`src/rtl/cbpp_pkg.sv`:
```
// types and constants of the bezier path core
// no dependencies
package cbpp_pkg;

    localparam int MAX_POINTS = 64;
    localparam int PCNT_W     = $clog2(MAX_POINTS + 1);
    localparam int ADDR_W     = $clog2(MAX_POINTS);
    localparam int SEG_W      = PCNT_W - 2;
    localparam int T_W        = 19;
    localparam int PARAM_W    = 17;
    localparam int ACC_W      = 52;

    localparam logic CMD_APPEND = 1'b0;
    localparam logic CMD_TICK   = 1'b1;
    localparam logic REG_STEP   = 1'b0;
    localparam logic REG_START  = 1'b1;

    typedef struct packed {
        logic               command;
        logic signed [31:0] point_x;
        logic signed [31:0] point_y;
        logic signed [31:0] point_z;
    } in_t;

    typedef struct packed {
        logic signed [31:0] pos_x;
        logic signed [31:0] pos_y;
        logic signed [31:0] pos_z;
        logic               evaluated;
        logic [3:0]         segment_index;
    } out_t;

    typedef struct packed {
        logic       append;
        logic       tick_accept;
        logic       prep;
        logic       wgt;
        logic       mac;
        logic [2:0] step;
        logic       round;
        logic       load_out;
        logic       out_eval;
    } cmd_t;

    typedef struct packed {
        logic few;
    } stat_t;

endpackage

```
`src/rtl/cbpp_ctrl.sv`:
```
// sequencing state machine and output valid
// depends on cbpp_pkg
module cbpp_ctrl (
    input  logic            clk,
    input  logic            rst_n,
    input  logic            in_valid,
    output logic            in_ready,
    input  logic            in_command,
    output logic            out_valid,
    input  logic            out_ready,
    input  cbpp_pkg::stat_t stat,
    output cbpp_pkg::cmd_t  cmd
);
    import cbpp_pkg::*;

    localparam logic [2:0] ST_IDLE  = 3'd0;
    localparam logic [2:0] ST_PREP  = 3'd1;
    localparam logic [2:0] ST_WGT   = 3'd2;
    localparam logic [2:0] ST_MAC   = 3'd3;
    localparam logic [2:0] ST_ROUND = 3'd4;
    localparam logic [2:0] ST_OUT   = 3'd5;

    logic [2:0] state_reg, state_next;
    logic [2:0] cnt_reg, cnt_next;
    logic       ov_reg, ov_next;
    logic       eval_reg, eval_next;
    logic       accept;

    assign in_ready  = (state_reg == ST_IDLE);
    assign out_valid = ov_reg;
    assign accept    = in_valid && in_ready;

    always_comb
    begin
        state_next = state_reg;
        cnt_next   = cnt_reg;
        eval_next  = eval_reg;
        ov_next    = ov_reg && !out_ready;
        cmd        = '0;
        cmd.step   = cnt_reg;
        cmd.out_eval = eval_reg;
        case (state_reg)
            ST_IDLE:
            begin
                if (accept)
                begin
                    if (in_command == CMD_APPEND)
                        cmd.append = 1'b1;
                    else
                    begin
                        cmd.tick_accept = 1'b1;
                        eval_next  = !stat.few;
                        state_next = stat.few ? ST_OUT : ST_PREP;
                    end
                end
            end
            ST_PREP:
            begin
                cmd.prep   = 1'b1;
                cnt_next   = '0;
                state_next = ST_WGT;
            end
            ST_WGT:
            begin
                cmd.wgt  = 1'b1;
                cnt_next = cnt_reg + 3'd1;
                if (cnt_reg == 3'd5)
                begin
                    cnt_next   = '0;
                    state_next = ST_MAC;
                end
            end
            ST_MAC:
            begin
                cmd.mac  = 1'b1;
                cnt_next = cnt_reg + 3'd1;
                if (cnt_reg == 3'd5)
                    state_next = ST_ROUND;
            end
            ST_ROUND:
            begin
                cmd.round  = 1'b1;
                state_next = ST_OUT;
            end
            ST_OUT:
            begin
                // output register free once the waiting beat leaves
                if (!ov_reg || out_ready)
                begin
                    cmd.load_out = 1'b1;
                    ov_next      = 1'b1;
                    state_next   = ST_IDLE;
                end
            end
            default:
                state_next = ST_IDLE;
        endcase
    end

    always_ff @(posedge clk or negedge rst_n)
    begin
        if (!rst_n)
        begin
            state_reg <= ST_IDLE;
            cnt_reg   <= '0;
            ov_reg    <= 1'b0;
            eval_reg  <= 1'b0;
        end
        else
        begin
            state_reg <= state_next;
            cnt_reg   <= cnt_next;
            ov_reg    <= ov_next;
            eval_reg  <= eval_next;
        end
    end

endmodule

```
`config.mk`:
```
export PLATFORM = sky130hd
export DESIGN_NAME = cbpp_ctrl
export DESIGN_NICKNAME = d
export VERILOG_FILES = /design/src/rtl/cbpp_pkg.sv /design/src/rtl/cbpp_ctrl.sv
export SDC_FILE = /design/constraint.sdc
export NUM_CORES = 1
export LEC_CHECK = 0
export BUFFER_PORTS_ARGS = -buffer_cell sky130_fd_sc_hd__buf_2
export CAP_MARGIN = 20
export CORE_MARGIN = 2
export CORE_UTILIZATION = 38
export CTS_CLUSTER_DIAMETER = 150
export CTS_CLUSTER_SIZE = 40
export DETAILED_ROUTE_END_ITERATION = 10
export PLACE_DENSITY_LB_ADDON = 0.2
export SETUP_SLACK_MARGIN = 0.1
export SLEW_MARGIN = 20
export SYNTH_ARGS = -nofsm -noshare
export SYNTH_HDL_FRONTEND = slang
export SYNTH_SLANG_ARGS = --single-unit
export TNS_END_PERCENT = 100
```
`constraint.sdc`:
```
create_clock -name clk -period 2.55 [get_ports clk]
set_input_delay 0.3825 -clock clk [delete_from_list [all_inputs] [get_ports clk]]
set_output_delay 0.3825 -clock clk [all_outputs]
set_load 0.005 [all_outputs]
```
## Word level (Yosys, flattened, before mapping)

Cells that the tools add are included.

- Register bits after elaboration: 8
- RAM bits: 0
- Bits in latches: 0
- Memories kept: 0
- Output and inout port bits: 13
- ROM bits: 0
- Input bits: 6

- Muxes and demuxes: 21
- Eq/ne operators: 11
- Div/mod/pow operators: 0
- Magnitude comparators: 0
- Add/subtract/negate cells: 1
- Shifts and indexed selects: 0
- Reduce and logical (&&, ||, !) cells: 10
- Bitwise logic cells: 0
- $mul: 0

Operator list:

| cell | count |
|---|---|
| two-way mux 3 bit | 7 |
| one-hot mux 3 bit (6 select lines) | 1 |
| two-way mux 1 bit | 10 |
| equality test 3 bit (second input constant) | 3 |
| one-hot mux 3 bit (3 select lines) | 1 |
| equality test 3 x 2 -> 1 bit (second input constant) | 2 |
| != test 2 bit (second input constant) | 3 |
| AND reduction 5 bit | 1 |
| two-way mux 2 bit | 2 |
| != test 2 x 1 -> 1 bit (second input constant) | 2 |
| adder 3 x 1 -> 3 bit (second input constant) | 1 |
| equality test 3 x 1 -> 1 bit (second input constant) | 1 |
| logical NOT 1 bit | 3 |
| logical NOT 3 bit | 1 |
| AND reduction 3 bit | 1 |
| nonzero test 3 bit | 1 |
| logical AND 1 bit | 2 |
| logical OR 1 bit | 1 |

## Longest topological paths before layout

- Depth after elaboration: 4
- Depth in mapped cells: 5
- Gate-level depth less buffers: 5

## Least setup slack after synthesis

OpenSTA, ideal clock, no wires.

- Path kind: flip-flop to output port
- From: register state_reg[2]
- To: output cmd[10] (netlist name)
- Path buffers: 1
- Setup slack: 1,111 ps
- Required time: 2,168 ps
- Cell stages (with the launch flop): 4
- Data arrival time: 1,056 ps
- Cells stage by stage: dfrtp_1 -> buf_6 -> or3_4 -> nor3b_1

RTL lines:

| item | line | source |
|---|---|---|
| from (decl) | cbpp_ctrl.sv:23 | `logic [2:0] state_reg, state_next;` |
| from (signal assigned) | cbpp_ctrl.sv:111 | `state_reg <= state_next;` |
| to (decl) | cbpp_ctrl.sv:12 | `output cbpp_pkg::cmd_t cmd` |

==> impl_metrics.ini <==
[outcome]
status = complete, no violations

[global_route]
grt.overflow.total = 0
grt_max_degree = 13
antenna_found_initial = 0
first_global_vias = 362
grt_pass1_wl_um = 1590
grt_use_total = 0.147

[synthesis]
syn_inst = 57
synth_seq_area_share = 0.379
synth-edff-count = 0
synth_top_area_cell = dfrtp_1
synthMostInstantiatedCell = dfrtp_1
synth_commonest_cells = dfrtp_1 (8), nor2_1 (5), nand2_1 (4)
syn-cell-area_um2 = 528
synth-main-ff-cell = dfrtp_1
yosys_register_bits = 8
synth.area.top_cells = dfrtp_1 (38%), ha_1 (4.7%), nand2b_1 (3.6%)
async_reset_ff_frac = 1.00
synth_area_per_cell_um2 = 9.26
yosysTopAreaCellShare = 0.379
yosysWarningCount = 0
ys_types = 27
syn_nets = 65

[setup_path]
cp.buffers_inverters = 1
cp.required_ns = 2.17
cp_max_fo = 12
path_cells = or3_4 > nor3b_1 > buf_2
max_stage_delay_ns = 0.49
worstSetupEndpointType = output port
path_class = reg2out
critPathTopFamily = simple AND/OR/NAND/NOR gates
crit_path_top_delay_cell = dfrtp_1
crit_arrival_ns = 1.52
startpoint_type = register

[clock_tree]
clock_latency_ns = 0.26
root_buffer = clkbuf_4
clk_pin_slew_ns = 0.06
clk_path_buf_depth = 2
cts_tree = yes
clock_sinks = 8
cts_buffers = 3
htreeDepth = 1

[placement]
gp_congestion = 0.772
post-dp-hpwl_um = 810
numPortBuffers = 18
dp.cells = 86

[die]
die-height_um = 41.3
die_area_um2 = 1700
num_io_pins = 19
row_count = 13
core_area_um2 = 1300
die_x_um = 41.3
start_util = 0.406

[layout]
drive_gt1_frac = 0.320
fillers = 138
diodes = 0
layout.nets = 85
utilization = 0.490
fin_cells = 90
syn_to_final_growth_pct = 20.9

[timing]
hold_viol = 0
maxSlewHeadroom = 0.788
finalSetupViolations = 0
max_clock_freq_mhz = 526
setup_tns_ns = 0
rsz0062_at_grt = no
final.setup_skew_ns = 0.000172
final-max-slew-violation-count = 0
worst_pin_slew_ns = 0.318
fin_crit_ns = 1.90
fin_crit_sh = 0.745

[route]
wl_per_cell_um = 11.6
final_antenna_net_count = 0
drt-initial-drc-count = 3
vias_per_cell = 5.07
drc = 0
first_pass_iters = 4
vias = 456
wirelength_um = 1040

[run]
maxCapViolCount = 0

[power_and_ir_drop]
finalPower_uw = 675
ir_worst_vdd_mv = 0.555
cellLeakagePower_nw = 0.333
powerDensity_nw_per_um2 = 1060

[min_path]
hp-class = in2reg
## stage by stage
stage / hold WS (ns) / cell area [um^2] / setup WS [ns]
2_1_floorplan: 0.0869 / 528 / 1.11
3_3_place_gp: 0.240 / 606 / 0.930
3_5_place_dp: 0.241 / 606 / 0.921
4_1_cts: 0.318 / 638 / 0.636
5_1_grt: 0.325 / 638 / 0.529
6_report: 0.321 / 638 / 0.650
## per-layer routing
metal / vias up / global-route usage / wire length [um]
met2: 13 / 0.203 / 454
met1: 204 / 0.210 / 520
li1: 237 / - / -
met3: 2 / 0.0326 / 53
met4: 0 / 0.0726 / 15
met5: - / 0 / 0
## worst register-to-register path, delay by kind of cell (launching register included)
family	cells	cell delay, ns
flops	1	0.49
simple gates	1	0.45
compound gates	2	0.27
## cells in the final DEF, fill, tap and decap left out, types with 3 or more instances in the layout
| cell | synthesis | final |
|---|---|---|
| a21oi_1 | 3 | 3 |
| buf_2 | 1 | 18 |
| clkbuf_4 | 0 | 3 |
| dfrtp_1 | 8 | 8 |
| inv_1 | 3 | 3 |
| nand2_1 | 4 | 4 |
| nand2b_1 | 3 | 3 |
| nor2_1 | 5 | 5 |
| nor2b_1 | 3 | 3 |
## cell type report
type	count	area, um^2	area share
Multi-Input combinational cell	42	285	0.447
Sequential cell	8	200	0.314
Timing Repair Buffer	19	100	0.157
Clock buffer	3	22.5	0.0353
Tap cell	15	18.8	0.0294
Inverter	3	11.3	0.0176
## power by group
part	leakage (nW)	total [mW]	switching [mW]	internal (mW)
registers	0.0986	0.248	0.0710	0.177
clock network	0.0138	0.104	0.0496	0.0543
logic	0.221	0.323	0.155	0.168
total	0.333	0.675	0.276	0.399
## kinds of logic after synthesis
logic type      Yosys count  synth area share
mux                       1            0.0190
xor+xnor                  1            0.0166
simple gates             23             0.251
flops                     8             0.379
fa+ha+maj                 2            0.0474
compound gates           15             0.206
buf+inv                   7            0.0805
## repair_timing
item | 4_1_cts | 5_1_grt
endpoints found under the hold margin | 8 | 0
resized for setup | 0 | 0
buffers inserted | 0 | 0
hold buffers | 1 | 0
## path summary, 6_finish.rpt
| path | depth (start not counted) | from | slack [ns] | endpoint |
|---|---|---|---|---|
| max | 3 | state_reg[0] | 0.65 | cmd[10] |
| max reg2reg | 3 | state_reg[0] | 1.22 | eval_reg |
| max in group asynchronous | 2 | rst_n | 1.88 | out_valid |
| min | 2 | stat | 0.32 | eval_reg |
| min reg2reg | 2 | eval_reg | 0.53 | eval_reg |
| min in group asynchronous | 2 | rst_n | 0.50 | cnt_reg[0] |
No activity file was read; power rests on OpenSTA's default activity.
